**config.mk**
```make
export PLATFORM = sky130hd
export DESIGN_NAME = protected_range_write_splitter_top
export DESIGN_NICKNAME = d
export VERILOG_FILES = /design/src/sv/prw_pkg.sv /design/src/sv/protected_range_write_splitter_top.sv
export VERILOG_INCLUDE_DIRS = /design/src /design/src/sv
export SDC_FILE = /design/constraint.sdc
export NUM_CORES = 2
export LEC_CHECK = 0
export BUFFER_PORTS_ARGS = -buffer_cell sky130_fd_sc_hd__buf_2
export CORE_MARGIN = 2
export CORE_UTILIZATION = 40
export DETAILED_ROUTE_END_ITERATION = 6
export GPL_ROUTABILITY_DRIVEN = 0
export PLACE_DENSITY = 0.54
export SLEW_MARGIN = 20
export SYNTH_ARGS = -nofsm -noshare
export SYNTH_HDL_FRONTEND = slang
export SYNTH_SLANG_ARGS = --single-unit
```
**constraint.sdc**
```tcl
create_clock -name clock -period 32.6 [get_ports clock]
set_clock_uncertainty 0.2 [all_clocks]
set_input_delay 4.89 -clock clock [delete_from_list [all_inputs] [get_ports clock]]
set_output_delay 4.89 -clock clock [all_outputs]
set_load 0.01 [all_outputs]
```
**src/sv/protected_range_write_splitter_top_defines.svh**
```systemverilog
`ifndef PROTECTED_RANGE_WRITE_SPLITTER_TOP_DEFINES_SVH
`define PROTECTED_RANGE_WRITE_SPLITTER_TOP_DEFINES_SVH

// Checks that hold in the same cycle and checks that look at the next cycle.
`define PRW_ASSERT_IMPLY(lbl, ante, cons, msg) \
   lbl: assert property (@(posedge clock) disable iff (reset) (ante) |-> (cons)) \
      else $error(msg);

`define PRW_ASSERT_NEXT(lbl, ante, cons, msg) \
   lbl: assert property (@(posedge clock) disable iff (reset) (ante) |=> (cons)) \
      else $error(msg);

`endif

```
**src/sv/prw_pkg.sv**
```systemverilog
`default_nettype none

package prw_pkg;

   localparam int OFFSET_BITS    = 48;
   localparam int LENGTH_BITS    = 32;
   localparam int RANGE_COUNT    = 3;
   localparam int NUM_RANGES     = 3;
   localparam int RANK_BITS      = 2;
   localparam int RESULT_SLOTS   = RANGE_COUNT + 1;
   localparam int SLOT_BITS      = 2;
   localparam int CSR_INDEX_BITS = 3;

   typedef logic [OFFSET_BITS-1:0] offset_type;
   typedef logic [LENGTH_BITS-1:0] length_type;

   typedef enum logic [1:0] {
      STATUS_SEGMENT   = 2'd0,
      STATUS_NONE      = 2'd1,
      STATUS_CANCELLED = 2'd2,
      STATUS_CAPACITY  = 2'd3
   } status_type;

   typedef enum logic [CSR_INDEX_BITS-1:0] {
      CSR_DEVICE_CAPACITY = 3'd0,
      CSR_RANGE0_BEGIN    = 3'd1,
      CSR_RANGE0_END      = 3'd2,
      CSR_RANGE1_BEGIN    = 3'd3,
      CSR_RANGE1_END      = 3'd4,
      CSR_RANGE2_BEGIN    = 3'd5,
      CSR_RANGE2_END      = 3'd6
   } csr_index_type;

   typedef struct packed {
      offset_type lo;
      offset_type hi;
   } range_type;

   typedef struct packed {
      offset_type seg_offset;
      length_type seg_length;
      length_type pay_offset;
      status_type status;
   } result_type;

endpackage

`default_nettype wire

```
**src/sv/protected_range_write_splitter_top.sv**
```systemverilog
// Channel  | Direction | Handshake            | Payload
// req_     | in        | req_valid/req_ready  | write_offset, write_length, cancel_requested
// rsp_     | out       | rsp_valid/rsp_ready  | segment_offset/length, data_offset, status, last
// csr_     | in        | csr_valid/csr_ready  | csr_index, csr_wdata
//
// A request beat passes three register stages and is then loaded into the result buffer,
// when its first result beat is presented at once. One result beat leaves per cycle while
// rsp_ready is high; a request yields one to four results at the output, and the next
// request is taken while the buffer drains.
// Reset is synchronous and active high; it clears all stage flags and the
// configuration registers. No clearing pass is needed. csr_ready is always high.
`default_nettype none

`include "protected_range_write_splitter_top_defines.svh"

module protected_range_write_splitter_top (
   input  wire                                  clock,
   input  wire                                  reset,
   input  wire                                  req_valid,
   output logic                                 req_ready,
   input  wire  prw_pkg::offset_type            req_write_offset,
   input  wire  prw_pkg::length_type            req_write_length,
   input  wire                                  req_cancel_requested,
   output logic                                 rsp_valid,
   input  wire                                  rsp_ready,
   output prw_pkg::offset_type                  rsp_segment_offset,
   output prw_pkg::length_type                  rsp_segment_length,
   output prw_pkg::length_type                  rsp_data_offset,
   output logic [1:0]                           rsp_status,
   output logic                                 rsp_last_result,
   input  wire                                  csr_valid,
   output logic                                 csr_ready,
   input  wire  [prw_pkg::CSR_INDEX_BITS-1:0]   csr_index,
   input  wire  prw_pkg::offset_type            csr_wdata
);
   import prw_pkg::*;

   offset_type  cap_ff, cap_in;
   range_type   range_ff [RANGE_COUNT];
   range_type   range_in [RANGE_COUNT];

   logic        s1_valid_ff, s1_valid_in;
   offset_type  s1_offset_ff, s1_offset_in;
   length_type  s1_length_ff, s1_length_in;
   logic        s1_cancel_ff, s1_cancel_in;

   logic        s2_valid_ff, s2_valid_in;
   status_type  s2_status_ff, s2_status_in;
   offset_type  s2_offset_ff, s2_offset_in;
   offset_type  s2_wend_ff, s2_wend_in;
   range_type   s2_range_ff [RANGE_COUNT];
   range_type   s2_range_in [RANGE_COUNT];
   logic        s2_live_ff [RANGE_COUNT];
   logic        s2_live_in [RANGE_COUNT];

   logic        s3_valid_ff, s3_valid_in;
   status_type  s3_status_ff, s3_status_in;
   offset_type  s3_offset_ff, s3_offset_in;
   offset_type  s3_wend_ff, s3_wend_in;
   offset_type  s3_lo_ff [RANGE_COUNT];
   offset_type  s3_lo_in [RANGE_COUNT];
   logic        s3_use_ff [RANGE_COUNT];
   logic        s3_use_in [RANGE_COUNT];
   offset_type  s3_cur_ff [RESULT_SLOTS];
   offset_type  s3_cur_in [RESULT_SLOTS];

   result_type  buf_ff [RESULT_SLOTS];
   result_type  buf_in [RESULT_SLOTS];
   logic [RESULT_SLOTS-1:0] mask_ff, mask_in;

   logic        s1_ready, s2_ready, s3_ready, buf_ready, buf_load;
   logic [RANK_BITS-1:0] rank [RANGE_COUNT];
   logic        cap_fail;
   logic [SLOT_BITS-1:0] sel;
   logic [RESULT_SLOTS-1:0] sel_onehot;
   logic        v_range [RANGE_COUNT];
   result_type  entry [RESULT_SLOTS];
   logic [RESULT_SLOTS-1:0] present;

   // Configuration registers.
   always_comb begin
      cap_in = cap_ff;
      for (int i = 0; i < RANGE_COUNT; i++) begin
         range_in[i] = range_ff[i];
      end
      if (csr_valid && csr_ready) begin
         case (csr_index)
            CSR_DEVICE_CAPACITY: cap_in         = csr_wdata;
            CSR_RANGE0_BEGIN:    range_in[0].lo = csr_wdata;
            CSR_RANGE0_END:      range_in[0].hi = csr_wdata;
            CSR_RANGE1_BEGIN:    range_in[1].lo = csr_wdata;
            CSR_RANGE1_END:      range_in[1].hi = csr_wdata;
            CSR_RANGE2_BEGIN:    range_in[2].lo = csr_wdata;
            CSR_RANGE2_END:      range_in[2].hi = csr_wdata;
            default: ;
         endcase
      end
   end

   assign csr_ready = 1'b1;

   // Handshake chain.
   assign buf_ready = (mask_ff == '0) || (rsp_ready && rsp_last_result);
   assign buf_load  = s3_valid_ff && buf_ready;
   assign s3_ready  = !s3_valid_ff || buf_ready;
   assign s2_ready  = !s2_valid_ff || s3_ready;
   assign s1_ready  = !s1_valid_ff || s2_ready;
   assign req_ready = s1_ready;

   // Stage one: input register.
   always_comb begin
      s1_valid_in  = s1_valid_ff;
      s1_offset_in = s1_offset_ff;
      s1_length_in = s1_length_ff;
      s1_cancel_in = s1_cancel_ff;
      if (s1_ready) begin
         s1_valid_in  = req_valid;
         s1_offset_in = req_write_offset;
         s1_length_in = req_write_length;
         s1_cancel_in = req_cancel_requested;
      end
   end

   // Stage two: checks, write end and ranges sorted by begin.
   always_comb begin
      cap_fail = (s1_offset_ff > cap_ff) ||
                 (OFFSET_BITS'(s1_length_ff) > (cap_ff - s1_offset_ff));
      for (int i = 0; i < RANGE_COUNT; i++) begin
         rank[i] = '0;
         for (int j = 0; j < RANGE_COUNT; j++) begin
            if (j < i) begin
               if (range_ff[j].lo <= range_ff[i].lo) rank[i] = rank[i] + 1'b1;
            end else if (j > i) begin
               if (range_ff[j].lo < range_ff[i].lo) rank[i] = rank[i] + 1'b1;
            end
         end
      end
      s2_valid_in  = s2_valid_ff;
      s2_status_in = s2_status_ff;
      s2_offset_in = s2_offset_ff;
      s2_wend_in   = s2_wend_ff;
      for (int k = 0; k < RANGE_COUNT; k++) begin
         s2_range_in[k] = s2_range_ff[k];
         s2_live_in[k]  = s2_live_ff[k];
      end
      if (s2_ready) begin
         s2_valid_in  = s1_valid_ff;
         s2_offset_in = s1_offset_ff;
         s2_wend_in   = s1_offset_ff + OFFSET_BITS'(s1_length_ff);
         if (s1_cancel_ff) begin
            s2_status_in = STATUS_CANCELLED;
         end else if (cap_fail) begin
            s2_status_in = STATUS_CAPACITY;
         end else begin
            s2_status_in = STATUS_SEGMENT;
         end
         for (int k = 0; k < RANGE_COUNT; k++) begin
            for (int i = 0; i < RANGE_COUNT; i++) begin
               if (rank[i] == RANK_BITS'(k)) begin
                  s2_range_in[k] = range_ff[i];
                  s2_live_in[k]  = (i < NUM_RANGES) && (range_ff[i].hi > range_ff[i].lo);
               end
            end
         end
      end
   end

   // Stage three: the write cursor before each range and after the last.
   always_comb begin
      for (int i = 0; i < RANGE_COUNT; i++) begin
         v_range[i] = s2_live_ff[i] && (s2_range_ff[i].lo < s2_wend_ff);
      end
      s3_valid_in  = s3_valid_ff;
      s3_status_in = s3_status_ff;
      s3_offset_in = s3_offset_ff;
      s3_wend_in   = s3_wend_ff;
      for (int i = 0; i < RANGE_COUNT; i++) begin
         s3_lo_in[i]  = s3_lo_ff[i];
         s3_use_in[i] = s3_use_ff[i];
      end
      for (int i = 0; i < RESULT_SLOTS; i++) begin
         s3_cur_in[i] = s3_cur_ff[i];
      end
      if (s3_ready) begin
         s3_valid_in  = s2_valid_ff;
         s3_status_in = s2_status_ff;
         s3_offset_in = s2_offset_ff;
         s3_wend_in   = s2_wend_ff;
         s3_cur_in[0] = s2_offset_ff;
         for (int i = 0; i < RANGE_COUNT; i++) begin
            s3_lo_in[i]  = s2_range_ff[i].lo;
            s3_use_in[i] = v_range[i];
            if (v_range[i] && (s2_range_ff[i].hi > s3_cur_in[i])) begin
               s3_cur_in[i+1] = s2_range_ff[i].hi;
            end else begin
               s3_cur_in[i+1] = s3_cur_in[i];
            end
         end
      end
   end

   // Result buffer: up to one segment before each range and one after the last, or one status beat.
   always_comb begin
      for (int i = 0; i < RANGE_COUNT; i++) begin
         entry[i].seg_offset = s3_cur_ff[i];
         entry[i].seg_length = LENGTH_BITS'(s3_lo_ff[i] - s3_cur_ff[i]);
         entry[i].pay_offset = LENGTH_BITS'(s3_cur_ff[i] - s3_offset_ff);
         entry[i].status     = STATUS_SEGMENT;
         present[i]          = s3_use_ff[i] && (s3_lo_ff[i] > s3_cur_ff[i]);
      end
      entry[RANGE_COUNT].seg_offset = s3_cur_ff[RANGE_COUNT];
      entry[RANGE_COUNT].seg_length = LENGTH_BITS'(s3_wend_ff - s3_cur_ff[RANGE_COUNT]);
      entry[RANGE_COUNT].pay_offset = LENGTH_BITS'(s3_cur_ff[RANGE_COUNT] - s3_offset_ff);
      entry[RANGE_COUNT].status     = STATUS_SEGMENT;
      present[RANGE_COUNT]          = s3_cur_ff[RANGE_COUNT] < s3_wend_ff;
      if ((s3_status_ff != STATUS_SEGMENT) || (present == '0)) begin
         entry[0].seg_offset = s3_offset_ff;
         entry[0].seg_length = '0;
         entry[0].pay_offset = '0;
         entry[0].status     = (s3_status_ff == STATUS_SEGMENT) ? STATUS_NONE : s3_status_ff;
         present             = RESULT_SLOTS'(1);
      end

      for (int i = 0; i < RESULT_SLOTS; i++) begin
         buf_in[i] = buf_ff[i];
      end
      mask_in = mask_ff;
      if (buf_load) begin
         for (int i = 0; i < RESULT_SLOTS; i++) begin
            buf_in[i] = entry[i];
         end
         mask_in = present;
      end else if (rsp_valid && rsp_ready) begin
         mask_in = mask_ff & ~sel_onehot;
      end
   end

   // Output selection: the lowest pending slot goes out first.
   always_comb begin
      sel        = '0;
      sel_onehot = '0;
      for (int i = RESULT_SLOTS - 1; i >= 0; i--) begin
         if (mask_ff[i]) begin
            sel        = SLOT_BITS'(i);
            sel_onehot = RESULT_SLOTS'(1) << i;
         end
      end
   end

   assign rsp_valid          = (mask_ff != '0);
   assign rsp_segment_offset = buf_ff[sel].seg_offset;
   assign rsp_segment_length = buf_ff[sel].seg_length;
   assign rsp_data_offset    = buf_ff[sel].pay_offset;
   assign rsp_status         = buf_ff[sel].status;
   assign rsp_last_result    = ((mask_ff & ~sel_onehot) == '0);

   always_ff @(posedge clock) begin
      if (reset) begin
         cap_ff      <= '0;
         for (int i = 0; i < RANGE_COUNT; i++) begin
            range_ff[i] <= '0;
         end
         s1_valid_ff <= 1'b0;
         s2_valid_ff <= 1'b0;
         s3_valid_ff <= 1'b0;
         mask_ff     <= '0;
      end else begin
         cap_ff      <= cap_in;
         for (int i = 0; i < RANGE_COUNT; i++) begin
            range_ff[i] <= range_in[i];
         end
         s1_valid_ff <= s1_valid_in;
         s2_valid_ff <= s2_valid_in;
         s3_valid_ff <= s3_valid_in;
         mask_ff     <= mask_in;
      end
   end

   always_ff @(posedge clock) begin
      s1_offset_ff <= s1_offset_in;
      s1_length_ff <= s1_length_in;
      s1_cancel_ff <= s1_cancel_in;
      s2_status_ff <= s2_status_in;
      s2_offset_ff <= s2_offset_in;
      s2_wend_ff   <= s2_wend_in;
      s3_status_ff <= s3_status_in;
      s3_offset_ff <= s3_offset_in;
      s3_wend_ff   <= s3_wend_in;
      for (int i = 0; i < RANGE_COUNT; i++) begin
         s2_range_ff[i] <= s2_range_in[i];
         s2_live_ff[i]  <= s2_live_in[i];
         s3_lo_ff[i]    <= s3_lo_in[i];
         s3_use_ff[i]   <= s3_use_in[i];
      end
      for (int i = 0; i < RESULT_SLOTS; i++) begin
         s3_cur_ff[i] <= s3_cur_in[i];
         buf_ff[i]    <= buf_in[i];
      end
   end

   `PRW_ASSERT_IMPLY(a_status_is_last, rsp_valid && (rsp_status != STATUS_SEGMENT), rsp_last_result, "status beat is not the last of its request")
   `PRW_ASSERT_IMPLY(a_segment_not_empty, rsp_valid && (rsp_status == STATUS_SEGMENT), rsp_segment_length != '0, "segment beat with zero length")
   `PRW_ASSERT_NEXT(a_pending_held, rsp_valid && !rsp_ready, $stable(mask_ff), "pending results changed while stalled")
   `PRW_ASSERT_IMPLY(a_load_when_free, buf_load, (mask_ff == '0) || (rsp_ready && $onehot(mask_ff)), "result buffer overwritten")

endmodule

`default_nettype wire

```
Word-level counts from Yosys, hierarchy flattened
Memories as Yosys holds them, arrays and structs flattened. Index checks and enable logic that the tools add are counted. W data, S select, Z words.

Flip-flop bits (word level): 332. Memory bits (writable): 1374. Input bits: 137. Output and inout port bits: 118. Logic and storage cells: 168. Memories kept: 7.

Memories: buf_ff (depth 4, width 114, read ports 1, clocked after memory_dff 0, write ports 4, RTL line protected_range_write_splitter_top.sv:67) `result_type buf_ff [RESULT_SLOTS];`; range_ff (depth 3, width 96, read ports 3, clocked after memory_dff 0, write ports 3, RTL line protected_range_write_splitter_top.sv:39) `range_type range_ff [RANGE_COUNT];`; s2_range_ff (depth 3, width 96, read ports 3, clocked after memory_dff 0, write ports 3, RTL line protected_range_write_splitter_top.sv:51) `range_type s2_range_ff [RANGE_COUNT];`; s3_cur_ff (depth 4, width 48, read ports 4, clocked after memory_dff 0, write ports 4, RTL line protected_range_write_splitter_top.sv:64) `offset_type s3_cur_ff [RESULT_SLOTS];`; s3_lo_ff (depth 3, width 48, read ports 3, clocked after memory_dff 0, write ports 3, RTL line protected_range_write_splitter_top.sv:60) `offset_type s3_lo_ff [RANGE_COUNT];`; s2_live_ff (depth 3, width 1, read ports 3, clocked after memory_dff 0, write ports 3, RTL line protected_range_write_splitter_top.sv:53) `logic s2_live_ff [RANGE_COUNT];`; 1 more memories.

Add/sub/neg operators: 13. $lt $le $gt $ge: 21. Eq/ne operators: 13. Multiplexer cells: 62. Bitwise logic cells: 5. Reduce and logical (&&, ||, !) cells: 33.

Operator list (number): $mux W96 (12); $mux W288 (2); $mux W48 (11); $gt A48 B48 Y1 (10); $mux W456 (1); $lt A48 B48 Y1 (7); $sub A32 B32 Y32 (8); $mux W192 (1); $le A48 B48 Y1 (3); $mux W144 (1); $mux W114 (1); $add A48 B32 Y48 (1); $gt A32 B48 Y1 (1); $sub A48 B48 Y48 (1); $mux W4 (7); $mux W2 (9); $mux W1 (15); $logic_and A1 B1 Y1 (12); $logic_not A4 Y1 (3); $eq A3 B3 Y1 const B (3); $logic_not A2 Y1 (4); $add A2 B1 Y2 const B (3); $eq A2 B1 Y1 const B (3); $eq A2 B2 Y1 const B (3); 13 further kinds (25).

Logic depth before layout (Yosys ltp)
Word-level depth: 19. Gate-level depth with buffers: 42. Gate-level depth less buffers: 36.

Least setup slack after synthesis
Ideal clock, no wire load.

Path type: input-to-reg. From: input port rsp_ready. To: register mask_ff[2]. Setup time: 65 ps. Data arrival time: 25090 ps. Required time: 32335 ps. Slack: 7245 ps. Cell stages on the path: 5. Buffers on the path: 0. Cells stage by stage: a21boi_0 -> nor2b_1 -> and2_1 -> a22oi_1 -> nor2_1.

Longest elaborated chain between the ends: 4. Elaborated cells between the ends (all ways): 6. Those cells by class: mux (1); reduce/logical (5).

Ends and longest elaborated chain: start: declaration (RTL line protected_range_write_splitter_top.sv:25) `input wire rsp_ready,`; $logic_and A1 B1 Y1 * (RTL line protected_range_write_splitter_top.sv:103) `assign buf_ready = (mask_ff == '0) || (rsp_ready && rsp_last_result);`; $logic_or A1 B1 Y1 * (RTL line protected_range_write_splitter_top.sv:103); $logic_and A1 B1 Y1 * (RTL line protected_range_write_splitter_top.sv:104) `assign buf_load = s3_valid_ff && buf_ready;`; net buf_load (RTL line protected_range_write_splitter_top.sv:71) `logic s1_ready, s2_ready, s3_ready, buf_ready, buf_load;`; $mux W4 / $reduce_bool A2 Y1 (equally long branches); end signal: assignment (RTL line protected_range_write_splitter_top.sv:275) `mask_ff <= mask_in;`; end: declaration (RTL line protected_range_write_splitter_top.sv:69) `logic [RESULT_SLOTS-1:0] mask_ff, mask_in;`.

The timed path passes the listed nets; every way through them passes the cells marked *. A chain may end at the register's enable or synchronous reset.

Final worst setup path
From: input port rsp_ready. To: output port req_ready.

Longest elaborated chain between the ends: 5.

Ends and longest elaborated chain: $logic_and A1 B1 Y1 (RTL line protected_range_write_splitter_top.sv:103); $logic_or A1 B1 Y1 (RTL line protected_range_write_splitter_top.sv:103); $logic_or A1 B1 Y1 (RTL line protected_range_write_splitter_top.sv:105) `assign s3_ready = !s3_valid_ff || buf_ready;`; $logic_or A1 B1 Y1 (RTL line protected_range_write_splitter_top.sv:106) `assign s2_ready = !s2_valid_ff || s3_ready;`; $logic_or A1 B1 Y1 (RTL line protected_range_write_splitter_top.sv:107) `assign s1_ready = !s1_valid_ff || s2_ready;`; end: declaration (RTL line protected_range_write_splitter_top.sv:20) `output logic req_ready,`.

No other way between the ends.

==> results.toml <==
[run_status]
outcome = "complete, no violations"

[worst_setup_path]
r2r-start = "s2_range_ff[0][17]"
cp.required_ns = 27.51
crit_path_start = "rsp_ready"
crit_end = "req_ready"
rr_worst_depth = 34
crit_type = "in -> out"
cp-end-kind = "output pin"
critical_path.max_fanout = 22
r2r-end = "s3_cur_ff[3][35]"
cp-start-kind = "input pin"
cp.arrival_ns = 6.96
rrSetupSlack_ns = 22.10

[yosys]
yosys.area.top_type = "edfxtp_1"
syn-num-nets = 9870
ys_types = 90
synth.area.top_cells = "edfxtp_1, ha_1, dfxtp_1, nand2_1, a21oi_1"
synth-main-ff-cell = "edfxtp_1"
async_flop_share = 0
netlist_area_um2 = 93300
postSynthCellCount = 8719
synth_seq_cells = 1620
avgSynthCellArea_um2 = 10.7
synth_top_area_frac = 0.411
synth_edf_count = 1277
yosys_warnings = 0
seq_area_frac_synth = 0.485

[global_routing]
grt_first_pass_wirelength_um = 450000
antenna_found_initial = 38
overflow = 0
grt_max_degree = 170
grt_use_total = 0.260
grt_pass1_vias = 65800

[pwr]
pwr-share-clk = 0.263
p_sw_frac = 0.369
p_comb_frac = 0.338
p_sw_w = 0.00300
p_seq_frac = 0.399
ir_drop_mv = 0.0853
p_int_w = 0.00513
leakagePower_nw = 43.7
p_per_area_nw_per_um2 = 78.0

[timing]
setup_tns_ns = 0
slew_headroom = 0.199
finalHoldViolations = 0
tightestPinTransition_ns = 1.17
drv_slew = 0
max_freq_ghz = 0.0830
setup_violations = 0
rsz0062_at_grt = "false"
whs_ns = 0.228
min_period_ns = 12.05
fin_crit_sh = 0.370

[flow_run]
maxCapViolCount = 0

[place]
dp_hpwl_um = 250000
port_buffers = 253
numPlacedInstances = 11800

[clocking]
ctsLongestPathBuffers = 3
htree_num_levels = 4
clk_latency_ns = 0.85
cts_resized = 0
cts_made_buffers = 181
root_buffer = "clkbuf_16"
postCtsHoldBufs = 0
cts_tree = "done"
cts_setup_buffers = 0
cts_sinks = 1620
clk_pin_slew_worst_paths_ns = 0.06

[finish]
drive_above_1_share = 0.0977
nNetsFinal = 10100
syn_to_final_growth_pct = 11.8
finalCoreUtilization = 0.449
fin_cells = 12100

[worst_hold_path]
worstHoldStart = "s3_cur_ff[2][33]"
hold_path.class = "reg -> reg"

[drt]
drt-initial-drc-count = 8114
vias = 69600
route.detailed.drc = 0
dr.pass1.iters = 5
wire_per_inst_um = 25.9
antenna_left = 0
drt-vias-per-instance = 5.73
wirelength_um = 315000

[floorplan]
dieArea_um2 = 237000
core-area_um2 = 232000
rows = 177
ios = 255
fp.dieW_um = 487
die_h_um = 487
initial_utilization = 0.402
cell usage in the layout, fill, tap and decap left out, types with 37 or more instances in the layout:
master     instances
a211oi_1          37
a21o_1           338
a21oi_1          768
buf_2            252
buf_4             69
clkbuf_16        193
dfxtp_1          343
edfxtp_1        1277
ha_1            1001
inv_1            736
mux2_2            86
mux2_4            59
mux2i_1          338
mux4_2            80
nand2_1         1207
nand2b_1          62
nand3_1          112
nand4_1          172
nor2_1           274
nor2b_1           89
nor3_1            84
o21a_1            71
o21ai_0          515
o21bai_1          47
xnor2_1          185
xor2_1            70
state kept, by name, summed over array words and instances, names as in the netlist, 32 cells and up:
| signal | flops |
|---|---|
| cap_ff | 48 |
| s3_offset_ff | 48 |
| s2_offset_ff | 48 |
| range_ff | 288 |
| s3_lo_ff | 144 |
| s2_range_ff | 288 |
| s3_cur_ff | 144 |
| s1_length_ff | 32 |
| s2_wend_ff | 48 |
| s3_wend_ff | 48 |
| buf_ff | 418 |
| s1_offset_ff | 48 |
cell usage after synthesis (15+ instances only):
cell / number
a2111oi_0: 16
a211o_1: 15
a211oi_1: 37
a21o_1: 338
a21oi_1: 771
a31oi_1: 26
and3_1: 34
buf_1: 36
clkbuf_1: 241
dfxtp_1: 343
edfxtp_1: 1277
ha_1: 1005
inv_1: 738
mux2_2: 86
mux2_4: 59
mux2i_1: 338
mux4_2: 80
nand2_1: 1209
nand2b_1: 62
nand3_1: 116
nand4_1: 172
nor2_1: 279
nor2b_1: 91
nor3_1: 87
nor4_1: 31
o2111ai_1: 17
o211ai_1: 30
o21a_1: 71
o21ai_0: 515
o21ai_1: 31
o21bai_1: 47
or3_1: 29
xnor2_1: 185
xor2_1: 70
worst max-delay path, stage by stage:
cell,delay [ns]
buf_2,0.12
a21boi_0,0.88
and3_1,0.27
buf_4,0.29
nand2_4,0.26
buf_2,0.22
how the worst min path moves through the flow:
stage                                  to  slack (ns)  cells past startpoint
final                       buf_ff[2][99]        0.23                      0
after floorplan           s3_status_ff[0]        0.20                      0
after detailed placement   s3_lo_ff[0][0]        0.23                      0
after CTS                   buf_ff[2][99]        0.22                      0
after global routing        buf_ff[2][99]        0.24                      0
after global placement     s3_lo_ff[0][0]        0.23                      0
metal layers:
| metal | track usage | vias to the layer above | part of all wire |
|---|---|---|---|
| li1 | - | 32200 | - |
| met1 | 0.404 | 34200 | 0.48 |
| met2 | 0.369 | 2794 | 0.41 |
| met3 | 0.0400 | 399 | 0.085 |
| met4 | 0.0706 | 12 | 0.028 |
| met5 | 0 | - | 0.00024 |
stage by stage:
step	worst slack (ns)	total power (W)	area, µm²
global route	20.55	0.00852	104000
global placement	20.63	0.00590	98000
detailed placement	20.61	0.00597	98100
finish	20.55	0.00813	104000
CTS	20.61	0.00812	104000
floorplan	7.25	0.00494	93300
layout make-up:
type / count / area (µm²)
clock buffers: 230 / 5050
inverters: 738 / 2780
clock inverters: 104 / 1140
fillers: 21400 / 128000
well taps: 3043 / 3810
multi-input cells: 6065 / 44400
flip-flops and latches: 1620 / 45200
diodes: 11 / 27.5
repair buffers: 326 / 1870
logic make-up after synthesis:
group                    Yosys count  synth area share
adder cells (fa/ha/maj)         1014             0.137
XOR/XNOR                         255            0.0239
multiplexers                     563            0.0754
other                              1         0.0000402
flip-flops                      1620             0.485
buffers and inverters           1034            0.0422
AND/OR/NAND/NOR                 2165             0.103
AO/OA/AOI/OAI                   2067             0.134
power groups by stage:
stage / combinational (W) / sequential, W / clock, W
2_1_floorplan: 0.00192 / 0.00301 / 0
3_3_place_gp: 0.00265 / 0.00326 / 0
5_1_grt: 0.00300 / 0.00326 / 0.00226
6_report: 0.00275 / 0.00325 / 0.00214
3_5_place_dp: 0.00270 / 0.00326 / 0
4_1_cts: 0.00272 / 0.00322 / 0.00218
Power figures use the tool's default switching activity.
